[src/rtl/core/tilt_angle_rate_estimator_macros.svh]
// Assertion macros shared by the tilt angle and rate estimator RTL.
// Included by files that carry concurrent checks; needs no other file.
`ifndef TILT_ANGLE_RATE_ESTIMATOR_MACROS_SVH
`define TILT_ANGLE_RATE_ESTIMATOR_MACROS_SVH

// Consequent checked in the same cycle as the antecedent.
`define TARE_ASSERT_SAME(label, clk, rst_n, ante, cons, msg) \
  label: assert property (@(posedge clk) disable iff (!rst_n) (ante) |-> (cons)) \
    else $error(msg);

// Consequent checked in the cycle after the antecedent.
`define TARE_ASSERT_NEXT(label, clk, rst_n, ante, cons, msg) \
  label: assert property (@(posedge clk) disable iff (!rst_n) (ante) |=> (cons)) \
    else $error(msg);

`endif

[src/rtl/core/tare_pkg.sv]
// Types and constants of the tilt angle and rate estimator.
// Used by tare_div and tilt_angle_rate_estimator; depends on nothing.
`default_nettype none

package tare_pkg;

  // Internal widths, set by the ranges of the angle and rate fields.
  localparam int ANG_W     = 25;  // angle accumulator, 2^-8 of 1/128 deg
  localparam int ADIFF_W   = 26;
  localparam int RACC_W    = 40;  // rate accumulator, 2^-16 of 1/128 deg/s
  localparam int RDIFF_W   = 41;
  localparam int RLO_W     = 24;  // low part of the split rate difference
  localparam int RATE_W    = 24;
  localparam int ANGLE_W   = 16;
  localparam int ALPHA_W   = 17;
  localparam int MUL_A_W   = 26;
  localparam int MUL_B_W   = 18;
  localparam int MUL_P_W   = 44;
  localparam int NUM_W     = 40;  // divider dividend and quotient
  localparam int DEN_W     = 18;  // divider divisor, four times elapsed_us
  localparam int RSUM_W    = 60;
  localparam int SEQ_W     = 32;
  localparam int CFG_IDX_W = 3;
  localparam int CFG_DAT_W = 17;

  localparam logic [ALPHA_W-1:0] ALPHA_ONE   = 17'h10000;
  localparam logic [MUL_B_W-1:0] US_SCALE    = 18'd15625;
  localparam logic [NUM_W-1:0]   RATE_POS_LIM = 40'd8388607;
  localparam logic [NUM_W-1:0]   RATE_NEG_LIM = 40'd8388608;
  localparam logic signed [RATE_W-1:0] RATE_MAX = 24'sh7FFFFF;
  localparam logic signed [RATE_W-1:0] RATE_MIN = 24'sh800000;

  // Configuration register indexes.
  localparam logic [CFG_IDX_W-1:0] CFG_USE_ROLL   = 3'd0;
  localparam logic [CFG_IDX_W-1:0] CFG_INVERT     = 3'd1;
  localparam logic [CFG_IDX_W-1:0] CFG_OFFSET     = 3'd2;
  localparam logic [CFG_IDX_W-1:0] CFG_ANG_ALPHA  = 3'd3;
  localparam logic [CFG_IDX_W-1:0] CFG_RATE_ALPHA = 3'd4;

  typedef enum logic [3:0] {
    ST_IDLE,
    ST_PREP,
    ST_ANG_MUL,
    ST_ANG_UPD,
    ST_DELTA,
    ST_NUM_MUL,
    ST_DIV_START,
    ST_DIV_WAIT,
    ST_RDIFF,
    ST_RATE_LO,
    ST_RATE_HI,
    ST_RATE_UPD,
    ST_OUT
  } tare_state_t;

  typedef enum logic [1:0] {
    MUL_ANGLE,
    MUL_NUM,
    MUL_RLO,
    MUL_RHI
  } mul_sel_t;

  typedef struct packed {
    logic start;
  } div_ctl_t;

  typedef struct packed {
    logic busy;
    logic done;
  } div_stat_t;

  typedef struct packed {
    logic     in_ready;
    logic     out_load;
    mul_sel_t mul_sel;
    div_ctl_t div;
  } seq_ctl_t;

endpackage

`default_nettype wire

[src/rtl/core/tilt_angle_rate_estimator.sv]
// Tilt angle and rate estimator: one-axis angle low-pass with a
// differentiated, low-passed rate. Depends on tare_pkg, tare_div and
// tilt_angle_rate_estimator_macros.svh.
//
// Usage:
//  - in_* carries one word per IMU update: pitch, roll and elapsed time.
//    A word with an elapsed time of 0 or 1 us is taken and dropped.
//  - out_* returns one word per kept update: filtered angle, filtered rate
//    and sequence number; out_tuser flags a saturated raw rate.
//  - cfg_* writes the registers and is always ready; write only while idle.
//  - Order: the first kept word after reset seeds the filters and goes
//    from its prep step straight to the output step. Every later word
//    also runs the bit-serial divider (load, 40 quotient steps and
//    finish); one shared 26x18 multiplier serves the rest.
//  - in_tready is high only while no word is in work, so a new word is
//    taken only once the last one is through; a dropped word is never in work.
//  - A result waits in the output register while out_tready is low; the
//    next input word is still taken and runs up to its output step.
//  - Reset restores the register defaults, clears the filters and the
//    sequence count and marks the block as not yet seeded.
`default_nettype none

module tilt_angle_rate_estimator (
  input  logic        clk,
  input  logic        rst_n,
  // in_tdata: pitch_angle [15:0], roll_angle [31:16], elapsed_us [47:32]
  input  logic        in_tvalid,
  output logic        in_tready,
  input  logic [47:0] in_tdata,
  // out_tdata: filtered_angle [15:0], filtered_rate [39:16], sequence_res [71:40]
  output logic        out_tvalid,
  input  logic        out_tready,
  output logic [71:0] out_tdata,
  // out_tuser: rate_clipped [0]
  output logic        out_tuser,
  input  logic        cfg_valid,
  output logic        cfg_ready,
  input  logic [tare_pkg::CFG_IDX_W-1:0] cfg_index,
  input  logic [tare_pkg::CFG_DAT_W-1:0] cfg_data
);
  import tare_pkg::*;

  // Configuration registers.
  logic                      use_roll_r;
  logic                      invert_r;
  logic signed [15:0]        offset_r;
  logic [ALPHA_W-1:0]        ang_alpha_r;
  logic [ALPHA_W-1:0]        rate_alpha_r;

  tare_state_t               state_r, state_nxt;
  seq_ctl_t                  ctl;

  logic signed [ANG_W-1:0]   target_r;
  logic [15:0]               dt_r;
  logic signed [ANG_W-1:0]   acc_r;
  logic signed [ANG_W-1:0]   prev_r;
  logic signed [RACC_W-1:0]  rate_acc_r;
  logic                      seeded_r;
  logic [SEQ_W-1:0]          count_r;
  logic signed [ADIFF_W-1:0] adiff_r;
  logic signed [ADIFF_W-1:0] d_r;
  logic signed [RDIFF_W-1:0] rdiff_r;
  logic signed [MUL_P_W-1:0] prod_r;
  logic signed [MUL_P_W-1:0] prod_hi_r;
  logic                      num_neg_r;
  logic signed [RATE_W-1:0]  q_r;
  logic                      clipped_r;

  logic [ANGLE_W-1:0]        out_angle_r;
  logic [RATE_W-1:0]         out_rate_r;
  logic [SEQ_W-1:0]          out_seq_r;
  logic                      out_clip_r;
  logic                      out_valid_r;

  logic signed [15:0]        in_pitch;
  logic signed [15:0]        in_roll;
  logic [15:0]               in_elapsed;
  logic                      in_accept;
  logic                      dt_ok;
  logic signed [17:0]        raw_sel;
  logic signed [17:0]        raw_sum;

  logic [ALPHA_W-1:0]        ang_a;
  logic [ALPHA_W-1:0]        rate_a;
  logic signed [MUL_A_W-1:0] mul_a;
  logic signed [MUL_B_W-1:0] mul_b;
  logic signed [MUL_P_W-1:0] mul_p;

  logic [ANG_W+2:0]          ang_sum;
  logic signed [NUM_W-1:0]   num;
  logic [NUM_W-1:0]          num_mag;
  div_stat_t                 div_stat;
  logic [NUM_W-1:0]          q_mag;
  logic                      q_clip;
  logic signed [RATE_W-1:0]  q_sat;
  logic signed [RDIFF_W-1:0] rate_tgt;
  logic signed [RSUM_W-1:0]  rsum;

  logic signed [ANG_W:0]     ang_round;
  logic signed [ANG_W-8:0]   ang_scaled;
  logic signed [RACC_W:0]    rate_round;
  logic signed [RACC_W-16:0] rate_scaled;
  logic [ANGLE_W-1:0]        angle_out;
  logic [RATE_W-1:0]         rate_out;

  assign in_pitch   = in_tdata[15:0];
  assign in_roll    = in_tdata[31:16];
  assign in_elapsed = in_tdata[47:32];
  assign in_accept  = in_tvalid && ctl.in_ready;
  assign dt_ok      = |in_elapsed[15:1];

  // ---------------------------------------------------------------- config
  assign cfg_ready = 1'b1;

  always_ff @(posedge clk) begin
    if (!rst_n) begin
      use_roll_r   <= 1'b1;
      invert_r     <= 1'b0;
      offset_r     <= '0;
      ang_alpha_r  <= 17'd16384;
      rate_alpha_r <= 17'd16384;
    end else if (cfg_valid) begin
      unique case (cfg_index)
        CFG_USE_ROLL:   use_roll_r   <= cfg_data[0];
        CFG_INVERT:     invert_r     <= cfg_data[0];
        CFG_OFFSET:     offset_r     <= cfg_data[15:0];
        CFG_ANG_ALPHA:  ang_alpha_r  <= cfg_data;
        CFG_RATE_ALPHA: rate_alpha_r <= cfg_data;
        default: ;
      endcase
    end
  end

  // ------------------------------------------------------------- sequencer
  always_comb begin
    state_nxt = state_r;
    unique case (state_r)
      ST_IDLE:      if (in_accept && dt_ok) state_nxt = ST_PREP;
      ST_PREP:      state_nxt = seeded_r ? ST_ANG_MUL : ST_OUT;
      ST_ANG_MUL:   state_nxt = ST_ANG_UPD;
      ST_ANG_UPD:   state_nxt = ST_DELTA;
      ST_DELTA:     state_nxt = ST_NUM_MUL;
      ST_NUM_MUL:   state_nxt = ST_DIV_START;
      ST_DIV_START: state_nxt = ST_DIV_WAIT;
      ST_DIV_WAIT:  if (div_stat.done) state_nxt = ST_RDIFF;
      ST_RDIFF:     state_nxt = ST_RATE_LO;
      ST_RATE_LO:   state_nxt = ST_RATE_HI;
      ST_RATE_HI:   state_nxt = ST_RATE_UPD;
      ST_RATE_UPD:  state_nxt = ST_OUT;
      ST_OUT:       if (!out_valid_r || out_tready) state_nxt = ST_IDLE;
      default:      state_nxt = ST_IDLE;
    endcase
  end

  always_comb begin
    ctl           = '0;
    ctl.mul_sel   = MUL_ANGLE;
    ctl.in_ready  = (state_r == ST_IDLE);
    ctl.out_load  = (state_r == ST_OUT) && (!out_valid_r || out_tready);
    ctl.div.start = (state_r == ST_DIV_START);
    unique case (state_r)
      ST_NUM_MUL: ctl.mul_sel = MUL_NUM;
      ST_RATE_LO: ctl.mul_sel = MUL_RLO;
      ST_RATE_HI: ctl.mul_sel = MUL_RHI;
      default:    ctl.mul_sel = MUL_ANGLE;
    endcase
  end

  always_ff @(posedge clk) begin
    if (!rst_n) begin
      state_r <= ST_IDLE;
    end else begin
      state_r <= state_nxt;
    end
  end

  // ------------------------------------------------------ shared multiplier
  assign ang_a  = (ang_alpha_r > ALPHA_ONE) ? ALPHA_ONE : ang_alpha_r;
  assign rate_a = (rate_alpha_r > ALPHA_ONE) ? ALPHA_ONE : rate_alpha_r;

  always_comb begin
    unique case (ctl.mul_sel)
      MUL_ANGLE: begin
        mul_a = adiff_r;
        mul_b = $signed({1'b0, ang_a});
      end
      MUL_NUM: begin
        mul_a = d_r;
        mul_b = $signed(US_SCALE);
      end
      MUL_RLO: begin
        mul_a = $signed(MUL_A_W'(rdiff_r[RLO_W-1:0]));
        mul_b = $signed({1'b0, rate_a});
      end
      MUL_RHI: begin
        mul_a = MUL_A_W'($signed(rdiff_r[RDIFF_W-1:RLO_W]));
        mul_b = $signed({1'b0, rate_a});
      end
      default: begin
        mul_a = '0;
        mul_b = '0;
      end
    endcase
  end

  assign mul_p = mul_a * mul_b;

  // --------------------------------------------------------------- divider
  // The rate is the angle change times 15625 over four times elapsed_us,
  // truncated toward zero, so the divider works on the magnitude.
  assign num     = prod_r[NUM_W-1:0];
  assign num_mag = num[NUM_W-1] ? NUM_W'(-num) : NUM_W'(num);

  tare_div u_div (
    .clk      (clk),
    .rst_n    (rst_n),
    .ctl      (ctl.div),
    .dividend (num_mag),
    .divisor  ({dt_r, 2'b00}),
    .stat     (div_stat),
    .quotient (q_mag)
  );

  always_comb begin
    if (num_neg_r) begin
      q_clip = q_mag > RATE_NEG_LIM;
      q_sat  = q_clip ? RATE_MIN : -$signed(q_mag[RATE_W-1:0]);
    end else begin
      q_clip = q_mag > RATE_POS_LIM;
      q_sat  = q_clip ? RATE_MAX : $signed(q_mag[RATE_W-1:0]);
    end
  end

  // -------------------------------------------------------------- datapath
  always_comb begin
    raw_sel = use_roll_r ? 18'(in_roll) : 18'(in_pitch);
    if (invert_r) begin
      raw_sel = -raw_sel;
    end
    raw_sum = raw_sel + 18'(offset_r);
  end

  assign ang_sum  = (ANG_W+3)'(acc_r) + prod_r[MUL_P_W-1:16];
  assign rate_tgt = RDIFF_W'($signed({q_r, 16'h0000}));
  assign rsum     = (RSUM_W'(prod_hi_r) <<< RLO_W) + RSUM_W'(prod_r);

  always_ff @(posedge clk) begin
    if (!rst_n) begin
      acc_r      <= '0;
      prev_r     <= '0;
      rate_acc_r <= '0;
      seeded_r   <= 1'b0;
      clipped_r  <= 1'b0;
    end else begin
      unique case (state_r)
        ST_PREP: begin
          if (!seeded_r) begin
            acc_r      <= target_r;
            prev_r     <= target_r;
            rate_acc_r <= '0;
            seeded_r   <= 1'b1;
            clipped_r  <= 1'b0;
          end
        end
        ST_ANG_UPD:  acc_r <= ang_sum[ANG_W-1:0];
        ST_DELTA:    prev_r <= acc_r;
        ST_DIV_WAIT: if (div_stat.done) clipped_r <= q_clip;
        ST_RATE_UPD: rate_acc_r <= rate_acc_r + rsum[16 +: RACC_W];
        default: ;
      endcase
    end
  end

  always_ff @(posedge clk) begin
    if (in_accept) begin
      target_r <= $signed({raw_sum[ANG_W-9:0], 8'h00});
      dt_r     <= in_elapsed;
    end
    if (state_r == ST_PREP) begin
      adiff_r <= ADIFF_W'(target_r) - ADIFF_W'(acc_r);
    end
    if (state_r == ST_DELTA) begin
      d_r <= ADIFF_W'(acc_r) - ADIFF_W'(prev_r);
    end
    if (state_r == ST_ANG_MUL || state_r == ST_NUM_MUL || state_r == ST_RATE_LO) begin
      prod_r <= mul_p;
    end
    if (state_r == ST_RATE_HI) begin
      prod_hi_r <= mul_p;
    end
    if (state_r == ST_DIV_START) begin
      num_neg_r <= num[NUM_W-1];
    end
    if (state_r == ST_DIV_WAIT && div_stat.done) begin
      q_r <= q_sat;
    end
    if (state_r == ST_RDIFF) begin
      rdiff_r <= rate_tgt - RDIFF_W'(rate_acc_r);
    end
  end

  // ---------------------------------------------------------------- output
  // Round to nearest with ties upward, then saturate to the field range.
  always_comb begin
    ang_round   = (ANG_W+1)'(acc_r) + (ANG_W+1)'(128);
    ang_scaled  = ang_round[ANG_W:8];
    rate_round  = (RACC_W+1)'(rate_acc_r) + (RACC_W+1)'(32768);
    rate_scaled = rate_round[RACC_W:16];
    if (ang_scaled > (ANG_W-7)'(32767)) begin
      angle_out = 16'h7FFF;
    end else if (ang_scaled < -(ANG_W-7)'(32768)) begin
      angle_out = 16'h8000;
    end else begin
      angle_out = ang_scaled[ANGLE_W-1:0];
    end
    if (rate_scaled > (RACC_W-15)'(RATE_MAX)) begin
      rate_out = RATE_MAX;
    end else if (rate_scaled < (RACC_W-15)'(RATE_MIN)) begin
      rate_out = RATE_MIN;
    end else begin
      rate_out = rate_scaled[RATE_W-1:0];
    end
  end

  always_ff @(posedge clk) begin
    if (!rst_n) begin
      out_valid_r <= 1'b0;
      count_r     <= '0;
    end else begin
      if (ctl.out_load) begin
        out_valid_r <= 1'b1;
        count_r     <= count_r + 1'b1;
      end else if (out_tready) begin
        out_valid_r <= 1'b0;
      end
    end
  end

  always_ff @(posedge clk) begin
    if (ctl.out_load) begin
      out_angle_r <= angle_out;
      out_rate_r  <= rate_out;
      out_seq_r   <= count_r + 1'b1;
      out_clip_r  <= clipped_r;
    end
  end

  assign in_tready  = ctl.in_ready;
  assign out_tvalid = out_valid_r;
  assign out_tdata  = {out_seq_r, out_rate_r, out_angle_r};
  assign out_tuser  = out_clip_r;

  // ------------------------------------------------------------ assertions
  `include "tilt_angle_rate_estimator_macros.svh"

  `TARE_ASSERT_NEXT(a_short_dt_dropped, clk, rst_n, in_accept && !dt_ok, state_r == ST_IDLE, "short elapsed time word was not dropped")
  `TARE_ASSERT_SAME(a_div_done_in_wait, clk, rst_n, div_stat.done, state_r == ST_DIV_WAIT, "divider finished outside its wait step")
  `TARE_ASSERT_NEXT(a_count_steps, clk, rst_n, ctl.out_load, count_r == $past(count_r) + 1'b1 && out_valid_r, "result load did not advance the sequence count")
  `TARE_ASSERT_SAME(a_filter_seeded, clk, rst_n, state_r == ST_ANG_MUL, seeded_r, "filter update ran before seeding")

endmodule

`default_nettype wire

[src/rtl/core/tare_div.sv]
// Iterative restoring divider, one quotient bit per cycle.
// Depends on tare_pkg for widths and the control and status structs.
`default_nettype none

module tare_div (
  input  logic                        clk,
  input  logic                        rst_n,
  input  tare_pkg::div_ctl_t          ctl,
  input  logic [tare_pkg::NUM_W-1:0]  dividend,
  input  logic [tare_pkg::DEN_W-1:0]  divisor,
  output tare_pkg::div_stat_t         stat,
  output logic [tare_pkg::NUM_W-1:0]  quotient
);
  import tare_pkg::*;

  localparam int CNT_W = $clog2(NUM_W + 1);

  logic [NUM_W-1:0] quo_r, quo_nxt;
  logic [DEN_W-1:0] rem_r, rem_nxt;
  logic [DEN_W-1:0] den_r;
  logic [CNT_W-1:0] cnt_r;
  logic             busy_r;
  logic             done_r;
  logic [DEN_W:0]   rem_sh;
  logic             fits;

  // The dividend shifts out at the top while quotient bits shift in below.
  always_comb begin
    rem_sh  = {rem_r, quo_r[NUM_W-1]};
    fits    = rem_sh >= {1'b0, den_r};
    rem_nxt = fits ? DEN_W'(rem_sh - {1'b0, den_r}) : DEN_W'(rem_sh);
    quo_nxt = {quo_r[NUM_W-2:0], fits};
  end

  always_ff @(posedge clk) begin
    if (!rst_n) begin
      busy_r <= 1'b0;
      done_r <= 1'b0;
      cnt_r  <= '0;
    end else if (ctl.start) begin
      busy_r <= 1'b1;
      done_r <= 1'b0;
      cnt_r  <= CNT_W'(NUM_W);
    end else if (busy_r) begin
      cnt_r <= cnt_r - 1'b1;
      if (cnt_r == CNT_W'(1)) begin
        busy_r <= 1'b0;
        done_r <= 1'b1;
      end
    end else begin
      done_r <= 1'b0;
    end
  end

  always_ff @(posedge clk) begin
    if (ctl.start) begin
      quo_r <= dividend;
      rem_r <= '0;
      den_r <= divisor;
    end else if (busy_r) begin
      quo_r <= quo_nxt;
      rem_r <= rem_nxt;
    end
  end

  assign stat.busy = busy_r;
  assign stat.done = done_r;
  assign quotient  = quo_r;

endmodule

`default_nettype wire

[config.mk]
export PLATFORM = sky130hd
export DESIGN_NAME = tilt_angle_rate_estimator
export DESIGN_NICKNAME = d
export VERILOG_FILES = /design/src/rtl/core/tare_pkg.sv /design/src/rtl/core/tilt_angle_rate_estimator.sv /design/src/rtl/core/tare_div.sv
export VERILOG_INCLUDE_DIRS = /design/src /design/src/rtl/core
export SDC_FILE = /design/constraint.sdc
export NUM_CORES = 2
export LEC_CHECK = 0
export ABC_CLOCK_PERIOD_IN_PS = 25300
export BUFFER_PORTS_ARGS = -buffer_cell sky130_fd_sc_hd__buf_2
export CAP_MARGIN = 40
export CORE_AREA = 2 2 301 303
export CTS_CLUSTER_SIZE = 28
export DETAILED_ROUTE_END_ITERATION = 10
export DIE_AREA = 0 0 303 305
export HOLD_SLACK_MARGIN = 0.06
export PLACE_DENSITY = 0.71
export SYNTH_ARGS = -nofsm -noshare
export SYNTH_HDL_FRONTEND = slang
export SYNTH_SLANG_ARGS = --single-unit
[constraint.sdc]
create_clock -name clk -period 25.3 [get_ports clk]
set_input_delay 5.06 -clock clk [delete_from_list [all_inputs] [get_ports clk]]
set_output_delay 5.06 -clock clk [all_outputs]
set_load 0.01 [all_outputs]
==> qor.csv <==
stage,metric,value,unit
outcome,outcome,"complete, but fails checks",
outcome,failing checks,design-rule violations,
global_route,vias in the first global route,37907,
yosys,most common cell in the synthesized netlist,inv_1,
drt,drt total wl,135700,um
yosys,Synth Area per Inst,9.092,sq um
timing,clk_skew,25.65,ps
global_route,pin count of the biggest net entering global routing,99,
cts,maximum root-to-sink buffer count,3,
drt,routed wl met3,11170,um
setup_path,worst-case reg-to-reg path depth,29,
setup_path,Startpoint Class,flip-flop,
yosys,dominant cell type by area after synthesis,edfxtp_1,
placement,DP Area,0.05092,sq mm
timing,Slew HR,0.3183,
yosys,Post-Syn Instances,5360,
timing,Final min period,9837,ps
floorplan,die area,0.09242,sq mm
setup_path,Critical-path top delay cell,dfxtp_1,
drt,DRT iter0 DRCs,3233,
drt,Post-route DRC,12,
global_route,first-pass GRT wire length,211200,um
yosys,sequential share of the synthesized area,0.3044,
final_layout,share of cells above drive strength 1,0.06819,
placement,Placement Setup Slack,15560,ps
drt,Vias/cell,5.801,
placement,GP Congestion,0.9797,
drt,DR top layer,met5,
job,Max-Cap Viols,0,
global_route,Total GRT Usage,0.2949,
power_and_ir_drop,PD cells,129.4,mW/mm^2
setup_path,critical path arrival,10220,ps
cts,CTS tree,built,
timing,final setup violation count,0,
setup_path,critical path type,flip-flop to flip-flop,
min_path,Worst Hold Launch,dt_r[8]$_DFFE_PP_,
drt,Detail Route Antenna Nets,0,
placement,PortBufs,147,
cts,clk_lat worst skew,650,ps
final_layout,NumNets Final,6265,
drt,drt wl/cell,20.33,um
setup_path,R2R Path End,prod_r[43]$_DFFE_PP_,
setup_path,RR Startpoint,state_r[3]$_SDFFE_PN0P_,
cts,CTS Buf Count,60,
timing,RSZ-0062 raised after global routing,no,
cts,# hold bufs at CTS,0,
setup_path,Worst Setup End Kind,flip-flop,
timing,worst slew pin tran,1022,ps
yosys,Post-synth top cells,"700 x inv_1, 679 x nand2_1, 472 x nor2_1",
timing,Fin Setup TNS,0,ps
yosys,Mapped Area,0.04873,sq mm
timing,max-slew violations,0,
drt,met2 WL post-DR,63160,um
min_path,worst min path class,flip-flop to flip-flop,
yosys,#FFs+latches synth,563,
timing,part of the cycle the worst path needs,0.3888,
drt,vias,38735,
global_route,initial antenna violation count,4,
cts,clk slew on worst S/H paths,70,ps
cts,clock sinks,563,
power_and_ir_drop,Leakage,23.08,nW
yosys,ys flop type,edfxtp_1,
yosys,Synth area leaders,"edfxtp_1 22%, fa_1 18%, dfxtp_1 8.5%, ha_1 7.9%, inv_1 5.4%",
floorplan,die height,305,um
power_and_ir_drop,VDD IR max,198.8,uV
cts,postcts setup bufs,0,
yosys,Async SR Flop Fraction,0,
floorplan,chip width,303,um
floorplan,FP Rows,110,
setup_path,max incr delay on CP,610,ps
cts,number of gates resized after CTS,0,
floorplan,Starting Density,0.5456,
yosys,Synth Warn #,0,
timing,Final Hold Viols,0,
floorplan,Ports,149,
yosys,Syn Nets,6178,
timing,f_max,0.1017,GHz
setup_path,Required @ worst endpoint,25680,ps
floorplan,core area,0.08932,sq mm
timing,Setup WS post-layout,15460,ps
setup_path,CP Max Fanout,51,
yosys,Post-synth EDFFs,356,
yosys,Yosys top cell area share,0.2194,
setup_path,most numerous cell on the critical path,fa_1,
yosys,Yosys cell types,82,
setup_path,CP endpoint,prod_r[43]$_DFFE_PP_,
drt,DRT Pass-1 Iters,11,
setup_path,r2r setup slk,15460,ps
drt,WL met1,55100,um
cts,htree depth,2,
global_route,GRT overflow,0,
cts,root buf cell,clkbuf_16,
setup_path,start point of the critical path,state_r[3]$_SDFFE_PN0P_,
placement,DP HPWL,105400,um
final_layout,area grow syn2layout,8.778,%
final_layout,Final Cell Area,0.05301,sq mm
-- registers in the layout, indices dropped and copies added (netlist names), 25 cells and up --
signal	count
d_r	26
adiff_r	26
u_div.quotient	40
acc_r	25
out_seq_r	32
prev_r	25
prod_r	44
rdiff_r	41
prod_hi_r	32
count_r	32
rate_acc_r	40
-- per-layer routing --
layer / track usage / up-vias
met5: 0 / -
met4: 0.1254 / 2
met3: 0.05375 / 307
met2: 0.4762 / 1539
met1: 0.3887 / 18698
li1: - / 18189
-- how the worst min path moves through the flow --
stage                           endpoint  slack, ps  depth (start not counted)
5_1_grt        u_div.den_r[10]$_DFFE_PP_        420                          0
4_1_cts        u_div.den_r[10]$_DFFE_PP_        410                          0
3_5_place_dp    u_div.den_r[2]$_DFFE_PP_        400                          0
6_report       u_div.den_r[10]$_DFFE_PP_        410                          0
2_1_floorplan  u_div.den_r[10]$_DFFE_PP_        400                          0
3_3_place_gp    u_div.den_r[2]$_DFFE_PP_        400                          0
-- cells in the final DEF, fill, tap and decap left out, types with 27 or more instances in the layout --
cell type,netlist,routed
a211oi_1,33,33
a21boi_0,76,76
a21o_1,114,114
a21oi_1,235,233
a22oi_1,28,27
a31oi_1,51,50
and2_1,48,48
and3_1,44,44
buf_2,1,147
buf_4,1,55
clkbuf_16,0,62
dfxtp_1,207,207
edfxtp_1,356,356
fa_1,437,437
ha_1,308,308
inv_1,700,699
mux2i_1,31,31
nand2_1,679,679
nand2b_1,36,34
nand3_1,147,146
nand4_1,33,33
nor2_1,472,471
nor2b_1,49,49
nor3_1,82,79
nor4_1,38,37
o211ai_1,27,27
o21a_1,41,41
o21ai_0,263,263
xnor2_1,239,239
xor2_1,121,121
-- power breakdown --
part / total (mW) / leakage (nW) / switching, mW / internal, mW
registers: 1.59 / 5.01 / 0.231 / 1.36
clock network: 0.936 / 1.03 / 0.390 / 0.546
logic: 4.33 / 17.0 / 2.75 / 1.59
total: 6.86 / 23.1 / 3.37 / 3.49
-- through the flow --
stage	std cells	hold slack, ps	power (mW)	utilization
after floorplan	5360	400.3	4.545	-
after global placement	6548	402.4	5.774	0.5679
after detailed placement	6561	404.5	5.861	0.5700
after CTS	6675	414.3	6.820	0.5934
after global routing	6675	416.4	7.395	0.5934
final	6677	411.3	6.857	0.5935
-- final cells by class --
class | instances | area [sq um]
inverter | 704 | 2644
sequential | 563 | 14830
fill | 7643 | 36310
clock buffer | 77 | 1648
clock inverter | 37 | 440.4
tap | 1176 | 1471
timing repair buffer | 210 | 1301
antenna | 2 | 5.005
multi-input combinational | 3908 | 30670
-- cells by family (layout without fill, tap and decap cells) --
family | after synthesis | count (layout) | synth area share
xor+xnor | 360 | 360 | 0.06470
buf+inv | 889 | 1028 | 0.06860
other cells | 1 | 3 | 0.00007695
mux | 36 | 36 | 0.007523
simple gates | 1728 | 1728 | 0.1595
fa+ha+maj | 745 | 745 | 0.2586
flops | 563 | 563 | 0.3044
compound gates | 1038 | 1038 | 0.1366
-- worst max-delay path, delay by kind of cell, from the launching register on --
family                     cells  cell delay [ps]
AOI/OAI and AO/OA              6             1900
xor gates and xnor gates       1              110
adders and majority gates      7             3470
buffers and inverters          6             1200
DFF                            1              610
and+or+nand+nor                9             2250
Power figures use the tool's default switching activity.
